`config.mk`:
```
export PLATFORM = sky130hd
export DESIGN_NAME = fragment_record_delta_encoder_top
export DESIGN_NICKNAME = d
export VERILOG_FILES = /design/src/hdl/frde_pkg.sv /design/src/hdl/frde_ram.sv /design/src/hdl/frde_alu.sv /design/src/hdl/fragment_record_delta_encoder_top.sv
export SDC_FILE = /design/constraint.sdc
export NUM_CORES = 2
export LEC_CHECK = 0
export BUFFER_PORTS_ARGS = -buffer_cell sky130_fd_sc_hd__clkbuf_2
export CAP_MARGIN = 20
export CORE_MARGIN = 2
export CORE_UTILIZATION = 55
export CTS_CLUSTER_SIZE = 40
export DETAILED_ROUTE_END_ITERATION = 12
export GPL_TIMING_DRIVEN = 0
export PLACE_DENSITY = 0.69
export REMOVE_ABC_BUFFERS = 1
export SLEW_MARGIN = 20
export SYNTH_ARGS = -nofsm -noshare
export SYNTH_HDL_FRONTEND = slang
export SYNTH_HIERARCHICAL = 1
export SYNTH_SLANG_ARGS = --single-unit
export TNS_END_PERCENT = 20
```
`constraint.sdc`:
```
create_clock -name clk -period 10.3 [get_ports clk]
set_input_delay 1.545 -clock clk [delete_from_list [all_inputs] [get_ports clk]]
set_output_delay 1.545 -clock clk [all_outputs]
set_load 0.05 [all_outputs]
```
`src/hdl/frde_pkg.sv`:
```
// frde_pkg: shared types, constants and sequencer states of the fragment record delta encoder
// used by the other files under hdl except frde_ram; depends on nothing else
package frde_pkg;

  // field widths
  localparam int PosW     = 48;
  localparam int LenW     = 16;
  localparam int TileW    = 6;
  localparam int TileCntW = 7;
  localparam int IdxW     = 16;
  localparam int CountW   = 32;
  localparam int ShiftW   = 32;
  localparam int StreamW  = 3;
  localparam int CfgIdxW  = 1;
  localparam int CfgDataW = 16;

  // tile store
  localparam int MaxTiles = 64;

  // constants of the encoding
  localparam logic [PosW-1:0]     EscapeWord      = PosW'(16'hFFFF);
  localparam logic [CountW-1:0]   CountCeiling    = 32'hFFFF_FFFE;
  localparam logic [ShiftW-1:0]   ShiftStep       = 32'd3;
  localparam logic [TileCntW-1:0] TilesInUseReset = 7'd64;
  localparam logic [IdxW-1:0]     IntervalReset   = 16'd1000;

  // configuration register indexes
  localparam logic [CfgIdxW-1:0] CfgTilesInUse    = 1'b0;
  localparam logic [CfgIdxW-1:0] CfgIndexInterval = 1'b1;

  // result stream codes
  localparam logic [StreamW-1:0] StrPosition = 3'd0;
  localparam logic [StreamW-1:0] StrLength   = 3'd1;
  localparam logic [StreamW-1:0] StrTile     = 3'd2;
  localparam logic [StreamW-1:0] StrIdxPos   = 3'd3;
  localparam logic [StreamW-1:0] StrIdxShift = 3'd4;
  localparam logic [StreamW-1:0] StrCount    = 3'd5;

  typedef struct packed {
    logic              mode;
    logic [PosW-1:0]   start_position;
    logic [LenW-1:0]   fragment_length;
    logic [TileW-1:0]  tile_number;
  } in_item_t;

  typedef struct packed {
    logic [StreamW-1:0] stream_id;
    logic [PosW-1:0]    word;
    logic               tile_error;
    logic               last;
  } out_item_t;

  // shared adder request and answer
  typedef struct packed {
    logic            sub;
    logic [PosW-1:0] op_a;
    logic [PosW-1:0] op_b;
  } alu_req_t;

  typedef struct packed {
    logic            carry;
    logic [PosW-1:0] sum;
  } alu_res_t;

  typedef enum logic [4:0] {
    ST_IDLE,
    ST_DELTA,
    ST_ESC,
    ST_SHIFT,
    ST_COUNT,
    ST_IDX_INC,
    ST_IDX_CMP,
    ST_POS_FIRST,
    ST_POS_HI,
    ST_POS_MID,
    ST_POS_LO,
    ST_LEN,
    ST_TILE,
    ST_IDX_POS,
    ST_IDX_SHIFT,
    ST_DUMP_RD,
    ST_DUMP_EMIT
  } state_t;

endpackage

```
`src/hdl/frde_ram.sv`:
```
// frde_ram: generic single write port, single read port ram with registered read
// stand-alone; no package use
module frde_ram #(
  parameter int WIDTH = 32,
  parameter int DEPTH = 64
) (
  input  logic                     clk,
  input  logic                     wr_en,
  input  logic [$clog2(DEPTH)-1:0] wr_addr,
  input  logic [WIDTH-1:0]         wr_data,
  input  logic                     rd_en,
  input  logic [$clog2(DEPTH)-1:0] rd_addr,
  output logic [WIDTH-1:0]         rd_data
);

  logic [WIDTH-1:0] mem [DEPTH];
  logic [WIDTH-1:0] rd_data_r;

  // write port
  always_ff @(posedge clk) begin
    if (wr_en) begin
      mem[wr_addr] <= wr_data;
    end
  end

  // registered read, held while rd_en is low
  always_ff @(posedge clk) begin
    if (rd_en) begin
      rd_data_r <= mem[rd_addr];
    end
  end

  assign rd_data = rd_data_r;

endmodule

```
`src/hdl/frde_alu.sv`:
```
// frde_alu: shared position-wide adder and subtractor with carry out
// depends on frde_pkg for request and answer types
module frde_alu (
  input  frde_pkg::alu_req_t req,
  output frde_pkg::alu_res_t res
);

  logic [frde_pkg::PosW-1:0] op_b_eff;
  logic [frde_pkg::PosW:0]   total;

  // subtract as a plus inverted b plus one; carry set means no borrow
  assign op_b_eff = req.sub ? ~req.op_b : req.op_b;
  assign total    = {1'b0, req.op_a} + {1'b0, op_b_eff}
                    + {{frde_pkg::PosW{1'b0}}, req.sub};

  assign res.carry = total[frde_pkg::PosW];
  assign res.sum   = total[frde_pkg::PosW-1:0];

endmodule

```
`src/hdl/fragment_record_delta_encoder_top.sv`:
```
// fragment_record_delta_encoder_top: sequencer, state registers and output register
// depends on frde_pkg, frde_alu and frde_ram
//
//   port group   direction   handshake          payload
//   in_          input       in_valid/in_stall   frde_pkg::in_item_t
//   out_         output      out_valid/out_stall frde_pkg::out_item_t
//   cfg_         input       cfg_valid/cfg_ready cfg_index, cfg_data
//
// one item at a time; a fragment passes the shared adder in states delta, esc,
// shift (only with an escaped delta), count, idx_inc and idx_cmp, then emits one
// result word per cycle while the output is not stalled: 3, 5, 6 or 8 words;
// then it returns to idle, which takes the next item.
// a finish item runs a ram read state, then an emit state, for each counted
// tile, then returns to idle.
// reset clears control state, the index counter, shift total and the per-tile
// valid bits, so never-written counts read as zero; no clearing pass is run.
// output stall holds the result register and the sequencer waits behind it.
module fragment_record_delta_encoder_top (
  input  logic                                clk,
  input  logic                                rst_n,
  input  logic                                in_valid,
  output logic                                in_stall,
  input  frde_pkg::in_item_t                  in_data,
  output logic                                out_valid,
  input  logic                                out_stall,
  output frde_pkg::out_item_t                 out_data,
  input  logic                                cfg_valid,
  output logic                                cfg_ready,
  input  logic [frde_pkg::CfgIdxW-1:0]        cfg_index,
  input  logic [frde_pkg::CfgDataW-1:0]       cfg_data
);

  localparam logic [frde_pkg::TileCntW-1:0] MaxTilesC = frde_pkg::TileCntW'(frde_pkg::MaxTiles);

  frde_pkg::state_t state_r, state_nxt;

  // configuration
  logic [frde_pkg::TileCntW-1:0] tiles_in_use_r;
  logic [frde_pkg::IdxW-1:0]     interval_r;

  // persistent state
  logic [frde_pkg::PosW-1:0]     prev_pos_r, prev_pos_nxt;
  logic [frde_pkg::ShiftW-1:0]   shift_r, shift_nxt;
  logic [frde_pkg::IdxW-1:0]     idx_r, idx_nxt;
  logic [frde_pkg::MaxTiles-1:0] valid_r, valid_nxt;

  // per-item working registers
  logic [frde_pkg::PosW-1:0]     pos_r;
  logic [frde_pkg::LenW-1:0]     len_r;
  logic [frde_pkg::TileW-1:0]    tile_r;
  logic [frde_pkg::PosW-1:0]     delta_r, delta_nxt;
  logic                          esc_r, esc_nxt;
  logic                          idx_hit_r, idx_hit_nxt;
  logic [frde_pkg::TileCntW-1:0] dump_r, dump_nxt;

  // output register
  logic                 out_valid_r, out_valid_nxt;
  frde_pkg::out_item_t  out_data_r, out_data_nxt;

  logic                          in_accept;
  logic                          slot_free;
  logic                          emit;
  frde_pkg::out_item_t           emit_data;
  logic [frde_pkg::TileCntW-1:0] n_tiles;
  logic                          tile_err;
  logic [frde_pkg::TileCntW-1:0] dump_inc;
  logic                          dump_last;

  frde_pkg::alu_req_t            alu_req;
  frde_pkg::alu_res_t            alu_res;

  logic                          ram_wr_en;
  logic [frde_pkg::CountW-1:0]   ram_wr_data;
  logic                          ram_rd_en;
  logic [frde_pkg::TileW-1:0]    ram_rd_addr;
  logic [frde_pkg::CountW-1:0]   ram_rd_data;
  logic [frde_pkg::CountW-1:0]   cur_count;
  logic [frde_pkg::CountW-1:0]   dump_count;

  assign in_accept = in_valid && !in_stall;
  assign in_stall  = (state_r != frde_pkg::ST_IDLE);
  assign cfg_ready = 1'b1;
  assign slot_free = !out_valid_r || !out_stall;
  assign out_valid = out_valid_r;
  assign out_data  = out_data_r;

  // active tile count and range check
  assign n_tiles   = (tiles_in_use_r > MaxTilesC) ? MaxTilesC : tiles_in_use_r;
  assign tile_err  = ({1'b0, tile_r} >= n_tiles);
  assign dump_inc  = dump_r + frde_pkg::TileCntW'(1);
  assign dump_last = (dump_inc == n_tiles);

  // count store and its valid bits
  assign cur_count  = valid_r[tile_r] ? ram_rd_data : '0;
  assign dump_count = valid_r[dump_r[frde_pkg::TileW-1:0]] ? ram_rd_data : '0;

  frde_ram #(
    .WIDTH (frde_pkg::CountW),
    .DEPTH (frde_pkg::MaxTiles)
  ) u_count_ram (
    .clk     (clk),
    .wr_en   (ram_wr_en),
    .wr_addr (tile_r),
    .wr_data (ram_wr_data),
    .rd_en   (ram_rd_en),
    .rd_addr (ram_rd_addr),
    .rd_data (ram_rd_data)
  );

  assign ram_rd_en   = (in_accept && !in_data.mode) || (state_r == frde_pkg::ST_DUMP_RD);
  assign ram_rd_addr = (state_r == frde_pkg::ST_DUMP_RD) ? dump_r[frde_pkg::TileW-1:0]
                                                         : in_data.tile_number;
  assign ram_wr_en   = (state_r == frde_pkg::ST_COUNT) && !tile_err;
  assign ram_wr_data = (cur_count == frde_pkg::CountCeiling) ? cur_count
                                                             : alu_res.sum[frde_pkg::CountW-1:0];

  // shared adder operand selection
  always_comb begin
    alu_req = '0;
    unique case (state_r)
      frde_pkg::ST_DELTA: begin
        alu_req.sub  = 1'b1;
        alu_req.op_a = pos_r;
        alu_req.op_b = prev_pos_r;
      end
      frde_pkg::ST_ESC: begin
        alu_req.sub  = 1'b1;
        alu_req.op_a = delta_r;
        alu_req.op_b = frde_pkg::EscapeWord;
      end
      frde_pkg::ST_SHIFT: begin
        alu_req.op_a = frde_pkg::PosW'(shift_r);
        alu_req.op_b = frde_pkg::PosW'(frde_pkg::ShiftStep);
      end
      frde_pkg::ST_COUNT: begin
        alu_req.op_a = frde_pkg::PosW'(cur_count);
        alu_req.op_b = frde_pkg::PosW'(1);
      end
      frde_pkg::ST_IDX_INC: begin
        alu_req.op_a = frde_pkg::PosW'(idx_r);
        alu_req.op_b = frde_pkg::PosW'(1);
      end
      frde_pkg::ST_IDX_CMP: begin
        alu_req.sub  = 1'b1;
        alu_req.op_a = frde_pkg::PosW'(idx_r);
        alu_req.op_b = frde_pkg::PosW'(interval_r);
      end
      default: begin
        alu_req = '0;
      end
    endcase
  end

  frde_alu u_alu (
    .req (alu_req),
    .res (alu_res)
  );

  // next state
  always_comb begin
    state_nxt = state_r;
    unique case (state_r)
      frde_pkg::ST_IDLE: begin
        if (in_accept) begin
          if (!in_data.mode) begin
            state_nxt = frde_pkg::ST_DELTA;
          end else if (n_tiles != '0) begin
            state_nxt = frde_pkg::ST_DUMP_RD;
          end
        end
      end
      frde_pkg::ST_DELTA:   state_nxt = frde_pkg::ST_ESC;
      frde_pkg::ST_ESC:     state_nxt = alu_res.carry ? frde_pkg::ST_SHIFT : frde_pkg::ST_COUNT;
      frde_pkg::ST_SHIFT:   state_nxt = frde_pkg::ST_COUNT;
      frde_pkg::ST_COUNT:   state_nxt = frde_pkg::ST_IDX_INC;
      frde_pkg::ST_IDX_INC: state_nxt = frde_pkg::ST_IDX_CMP;
      frde_pkg::ST_IDX_CMP: state_nxt = frde_pkg::ST_POS_FIRST;
      frde_pkg::ST_POS_FIRST: begin
        if (slot_free) state_nxt = esc_r ? frde_pkg::ST_POS_HI : frde_pkg::ST_LEN;
      end
      frde_pkg::ST_POS_HI:  if (slot_free) state_nxt = frde_pkg::ST_POS_MID;
      frde_pkg::ST_POS_MID: if (slot_free) state_nxt = frde_pkg::ST_POS_LO;
      frde_pkg::ST_POS_LO:  if (slot_free) state_nxt = frde_pkg::ST_LEN;
      frde_pkg::ST_LEN:     if (slot_free) state_nxt = frde_pkg::ST_TILE;
      frde_pkg::ST_TILE: begin
        if (slot_free) state_nxt = idx_hit_r ? frde_pkg::ST_IDX_POS : frde_pkg::ST_IDLE;
      end
      frde_pkg::ST_IDX_POS:   if (slot_free) state_nxt = frde_pkg::ST_IDX_SHIFT;
      frde_pkg::ST_IDX_SHIFT: if (slot_free) state_nxt = frde_pkg::ST_IDLE;
      frde_pkg::ST_DUMP_RD:   state_nxt = frde_pkg::ST_DUMP_EMIT;
      frde_pkg::ST_DUMP_EMIT: begin
        if (slot_free) state_nxt = dump_last ? frde_pkg::ST_IDLE : frde_pkg::ST_DUMP_RD;
      end
      default: state_nxt = frde_pkg::ST_IDLE;
    endcase
  end

  // result word selection
  always_comb begin
    emit      = 1'b0;
    emit_data = '0;
    emit_data.tile_error = tile_err;
    unique case (state_r)
      frde_pkg::ST_POS_FIRST: begin
        emit                = 1'b1;
        emit_data.stream_id = frde_pkg::StrPosition;
        emit_data.word      = esc_r ? frde_pkg::EscapeWord
                                    : frde_pkg::PosW'(delta_r[15:0]);
      end
      frde_pkg::ST_POS_HI: begin
        emit                = 1'b1;
        emit_data.stream_id = frde_pkg::StrPosition;
        emit_data.word      = frde_pkg::PosW'(delta_r[47:32]);
      end
      frde_pkg::ST_POS_MID: begin
        emit                = 1'b1;
        emit_data.stream_id = frde_pkg::StrPosition;
        emit_data.word      = frde_pkg::PosW'(delta_r[31:16]);
      end
      frde_pkg::ST_POS_LO: begin
        emit                = 1'b1;
        emit_data.stream_id = frde_pkg::StrPosition;
        emit_data.word      = frde_pkg::PosW'(delta_r[15:0]);
      end
      frde_pkg::ST_LEN: begin
        emit                = 1'b1;
        emit_data.stream_id = frde_pkg::StrLength;
        emit_data.word      = frde_pkg::PosW'(len_r);
      end
      frde_pkg::ST_TILE: begin
        emit                = 1'b1;
        emit_data.stream_id = frde_pkg::StrTile;
        emit_data.word      = frde_pkg::PosW'(tile_r);
        emit_data.last      = !idx_hit_r;
      end
      frde_pkg::ST_IDX_POS: begin
        emit                = 1'b1;
        emit_data.stream_id = frde_pkg::StrIdxPos;
        emit_data.word      = prev_pos_r;
      end
      frde_pkg::ST_IDX_SHIFT: begin
        emit                = 1'b1;
        emit_data.stream_id = frde_pkg::StrIdxShift;
        emit_data.word      = frde_pkg::PosW'(shift_r);
        emit_data.last      = 1'b1;
      end
      frde_pkg::ST_DUMP_EMIT: begin
        emit                 = 1'b1;
        emit_data.stream_id  = frde_pkg::StrCount;
        emit_data.word       = frde_pkg::PosW'(dump_count);
        emit_data.tile_error = 1'b0;
        emit_data.last       = dump_last;
      end
      default: begin
        emit = 1'b0;
      end
    endcase
  end

  // working and persistent state updates
  always_comb begin
    prev_pos_nxt = prev_pos_r;
    shift_nxt    = shift_r;
    idx_nxt      = idx_r;
    valid_nxt    = valid_r;
    delta_nxt    = delta_r;
    esc_nxt      = esc_r;
    idx_hit_nxt  = idx_hit_r;
    dump_nxt     = dump_r;
    case (state_r)
      frde_pkg::ST_IDLE: begin
        dump_nxt = '0;
      end
      frde_pkg::ST_DELTA: begin
        delta_nxt    = alu_res.sum;
        prev_pos_nxt = pos_r;
      end
      frde_pkg::ST_ESC: begin
        esc_nxt = alu_res.carry;
      end
      frde_pkg::ST_SHIFT: begin
        shift_nxt = alu_res.sum[frde_pkg::ShiftW-1:0];
      end
      frde_pkg::ST_COUNT: begin
        if (!tile_err) valid_nxt[tile_r] = 1'b1;
      end
      frde_pkg::ST_IDX_INC: begin
        idx_nxt = alu_res.sum[frde_pkg::IdxW-1:0];
      end
      frde_pkg::ST_IDX_CMP: begin
        idx_hit_nxt = alu_res.carry;
        if (alu_res.carry) idx_nxt = '0;
      end
      frde_pkg::ST_DUMP_EMIT: begin
        if (slot_free) dump_nxt = dump_inc;
      end
      default: begin
        dump_nxt = dump_r;
      end
    endcase
  end

  // output register
  always_comb begin
    out_valid_nxt = out_valid_r && out_stall;
    out_data_nxt  = out_data_r;
    if (emit && slot_free) begin
      out_valid_nxt = 1'b1;
      out_data_nxt  = emit_data;
    end
  end

  // control registers
  always_ff @(posedge clk) begin
    if (!rst_n) begin
      state_r        <= frde_pkg::ST_IDLE;
      out_valid_r    <= 1'b0;
      tiles_in_use_r <= frde_pkg::TilesInUseReset;
      interval_r     <= frde_pkg::IntervalReset;
      prev_pos_r     <= '0;
      shift_r        <= '0;
      idx_r          <= '0;
      valid_r        <= '0;
    end else begin
      state_r     <= state_nxt;
      out_valid_r <= out_valid_nxt;
      prev_pos_r  <= prev_pos_nxt;
      shift_r     <= shift_nxt;
      idx_r       <= idx_nxt;
      valid_r     <= valid_nxt;
      if (cfg_valid && cfg_ready) begin
        unique case (cfg_index)
          frde_pkg::CfgTilesInUse:    tiles_in_use_r <= cfg_data[frde_pkg::TileCntW-1:0];
          frde_pkg::CfgIndexInterval: interval_r     <= cfg_data;
          default:                    interval_r     <= interval_r;
        endcase
      end
    end
  end

  // payload registers
  always_ff @(posedge clk) begin
    if (in_accept) begin
      pos_r  <= in_data.start_position;
      len_r  <= in_data.fragment_length;
      tile_r <= in_data.tile_number;
    end
    delta_r    <= delta_nxt;
    esc_r      <= esc_nxt;
    idx_hit_r  <= idx_hit_nxt;
    dump_r     <= dump_nxt;
    out_data_r <= out_data_nxt;
  end

  // a fragment always keeps the block busy on the next cycle
  a_frag_busy: assert property (@(posedge clk) disable iff (!rst_n)
    in_accept && !in_data.mode |=> in_stall)
    else $error("fragment accepted but block idle next cycle");

  // short streams carry 16-bit words only
  a_word_width: assert property (@(posedge clk) disable iff (!rst_n)
    out_valid && (out_data.stream_id == frde_pkg::StrPosition ||
                  out_data.stream_id == frde_pkg::StrLength ||
                  out_data.stream_id == frde_pkg::StrTile)
    |-> out_data.word[frde_pkg::PosW-1:16] == '0)
    else $error("16-bit stream word has high bits set");

  // tile count results never flag an error
  a_count_no_err: assert property (@(posedge clk) disable iff (!rst_n)
    out_valid && out_data.stream_id == frde_pkg::StrCount |-> !out_data.tile_error)
    else $error("tile count result carries tile error");

  // the store is never written for an out-of-range tile
  a_no_bad_write: assert property (@(posedge clk) disable iff (!rst_n)
    ram_wr_en |-> ({1'b0, tile_r} < n_tiles))
    else $error("count write for uncounted tile");

  // index shift record always follows the index position record
  a_idx_pair: assert property (@(posedge clk) disable iff (!rst_n)
    state_r == frde_pkg::ST_IDX_POS && slot_free |=> state_r == frde_pkg::ST_IDX_SHIFT)
    else $error("index position without index shift");

endmodule

```
==> impl_metrics.tcl <==
set metrics [dict create \
    status "finished clean" \
    path_depth 16 \
    setup.worst_path.start "state_r[1]" \
    cts_sinks 2449 \
    async_reset_ff_frac 0 \
    hold_buffers 0 \
    syn_area_per_cell_um2 18.1 \
    clk_latency_ns 0.88 \
    critical-path-top-delay-family "simple AND/OR/NAND/NOR gates" \
    synth_cell_types 91 \
    worst_setup_path_start_kind "flip-flop" \
    drive_above_1_share 0.234 \
    top_layer "met5" \
    num_rows 156 \
    fin_util 0.632 \
    met1Wirelength_um 102000 \
    ys_seq_elements 2449 \
    first_global_vias 53400 \
    gp_congestion 0.909 \
    required_ns 10.84 \
    cp-end-kind "flip-flop" \
    syn_to_final_growth_pct 14.5 \
    vdd_ir_drop_max_mv 0.508 \
    setup_viol 0 \
    grtUsageTotal 0.280 \
    post-route-period-util 0.760 \
    syn_inst 5495 \
    rrSetupSlack_ns 2.48 \
    yosysSeqAreaShare 0.720 \
    post_cts_buffers 0 \
    die_h_um 429 \
    drt-initial-drc-count 7574 \
    fin_worst_skew_ns 0.0305 \
    synth_largest_area_cell "edfxtp_1" \
    crit-reg2reg-launch "state_r[1]" \
    layout_commonest_cell "edfxtp_1" \
    min-delay-start "prev_pos_r[45]" \
    synth_edf_count 2260 \
    port-buffer-count 147 \
    cts_buffer_depth 3 \
    via_count 55000 \
    r2r_cells 16 \
    regToRegEndpoint "u_count_ram/mem[54][28]" \
    antenna_found_initial 5 \
    first_pass_iters 6 \
    clockRootBuffer "clkbuf_16" \
    ant_nets 0 \
    start_util 0.552 \
    final_cell_mix "edfxtp_1 (2260), mux4_2 (567), nand2_1 (419)" \
    fmax_mhz 128 \
    overflow 0 \
    route.met2.wl_um 122000 \
    final_nets 5872 \
    max_slew_margin 0.215 \
    cts_max_level 4 \
    die_x_um 429 \
    drv_slew 0 \
    hold_class "reg2reg" \
    coreArea_mm2 0.180 \
    power.density_mw_per_mm2 313 \
    synth_top_cell_area_share 0.682 \
    fillCellCount 12000 \
    dieArea_mm2 0.184 \
    routed_wl_um 258000 \
    synth_area_mm2 0.0994 \
    register_area_mm2 0.0716 \
    multi_input_area_mm2 0.0269 \
    leakage_nw 37.4 \
    worstMarginPinSlew_ns 1.18 \
    crit_path_max_incr_delay_ns 0.84 \
    grt_pass1_wl_um 374000 \
    tns_ns 0 \
    path_max_fanout 109 \
    drc 0 \
    path_buf_inv 3 \
    numCtsBuffers 231 \
    cap_violations 0 \
    critical_path_class "reg2reg" \
    hpwl_um 165000 \
    yosysWarnings 6 \
    route.met3.wl_um 25200 \
    crit_chain "nand2b_1 > or2_4 > inv_8 > buf_16 > or3_4 > buf_16 > xor2_1 > ha_1 > a21oi_1 > a21o_1 > a2111oi_0 > o211ai_1 > and2_1 > o21a_1 > xnor2_1 > or2_4" \
    crit_slowest_cell "dfxtp_1" \
    rsz0062_at_grt "no" \
    synth_area_leaders "edfxtp_1 (68%), mux4_2 (13%), dfxtp_1 (3.8%)" \
    arrival_ns 8.36 \
    path_clk_slew_ns 0.06 \
    ys.flop_type "edfxtp_1" \
    vias_per_cell 6.63 \
    critPathCapture "u_count_ram/mem[54][28]" \
    ctsResizeCount 0 \
    hold_viol_final 0 \
    cts_tree "built" \
    wire_per_inst_um 31.1 \
    grt_max_degree 110 \
    timing.final.crit_period_ns 7.82 \
    io_pins 149 \
]
[power by group]
| group | switching (mW) | leakage [nW] | internal (mW) |
|---|---|---|---|
| sequential | 0.416 | 22.1 | 16.4 |
| clock | 3.64 | 3.53 | 4.53 |
| combinational | 8.22 | 11.8 | 2.41 |
| total | 12.3 | 37.4 | 23.3 |
[worst register-to-register path, stage by stage, from the launching register on]
cell and delay, ns:
dfxtp_1 0.84, nand2b_1 0.40, or2_4 0.70, inv_8 0.31, buf_16 0.33, or3_4 0.66
buf_16 0.26, xor2_1 0.23, ha_1 0.40, a21oi_1 0.15, a21o_1 0.23, a2111oi_0 0.60
o211ai_1 0.31, and2_1 0.27, o21a_1 0.23, xnor2_1 0.71, or2_4 0.77
[synthesized netlist by cell type, types with 17 or more instances]
cell type and number:
a21boi_0 89, a21o_1 80, a21oi_1 139, a222oi_1 30, a22oi_1 66, and2_1 61, and3_1 17, buf_1 28
buf_2 79, buf_4 29, clkbuf_1 185, dfxtp_1 189, edfxtp_1 2260, ha_1 54, inv_1 18, mux2i_1 120
mux4_2 567, nand2_1 421, nand2b_1 24, nand3_1 104, nand4_1 27, nor2_1 199, nor2b_1 55, nor3_1 39
o21ai_0 94, o221ai_1 30, o22ai_1 88, o41ai_1 32, or2_1 31, xnor2_1 27, xor2_1 72
[per-layer routing]
metal,vias to the layer above,global-route usage
li1,22800,-
met1,28700,0.402
met2,3139,0.435
met3,440,0.0536
met4,2,0.0985
met5,-,0
[metrics by stage]
| stage | worst slack, ns | power, mW | std cells | hold WS [ns] | area, um2 |
|---|---|---|---|---|---|
| floorplan | -4.92 | 22.3 | 5152 | 0.428 | 97800 |
| global placement | -13.15 | 26.6 | 7669 | 0.445 | 102000 |
| detailed placement | 2.71 | 27.4 | 7858 | 0.456 | 107000 |
| CTS | 2.68 | 35.5 | 8283 | 0.470 | 114000 |
| global route | 2.28 | 36.8 | 8287 | 0.486 | 114000 |
| finish | 2.48 | 35.6 | 8295 | 0.471 | 114000 |
[final cells by class]
cell class / instances / share of cell area
Sequential cell: 2449 / 0.629
Clock inverter: 133 / 0.00972
Multi-Input combinational cell: 2684 / 0.236
Antenna cell: 9 / 0.000198
Inverter: 19 / 0.000714
Clock buffer: 292 / 0.0535
Tap cell: 2370 / 0.0260
Timing Repair Buffer: 339 / 0.0451
[flip-flops by register name, indices dropped and copies added (netlist names)]
register / flops
esc_r: 1
shift_r: 32
dump_r: 7
tiles_in_use_r: 7
prev_pos_r: 48
u_count_ram/mem: 2048
delta_r: 48
interval_r: 16
pos_r: 48
len_r: 16
out_valid: 1
state_r: 5
idx_r: 16
u_count_ram/rd_data: 32
idx_hit_r: 1
out_data: 53
tile_r: 6
valid_r: 64
[how the worst min path moves through the flow]
stage                                end  depth (start not counted)
final                     prev_pos_r[45]                          2
after global routing      prev_pos_r[31]                          2
after CTS                    valid_r[23]                          2
after detailed placement     valid_r[23]                          2
after global placement        valid_r[4]                          2
after floorplan              valid_r[45]                          2
[logic make-up after synthesis]
kind of cell	count (synthesis)	synth area share
fa+ha+maj	55	0.00700
compound gates	789	0.0556
mux	700	0.142
buf+inv	362	0.0171
xor+xnor	99	0.00872
flops	2449	0.720
other cells	1	0.0000377
simple gates	1040	0.0489
No activity file was read; power rests on OpenSTA's default activity.
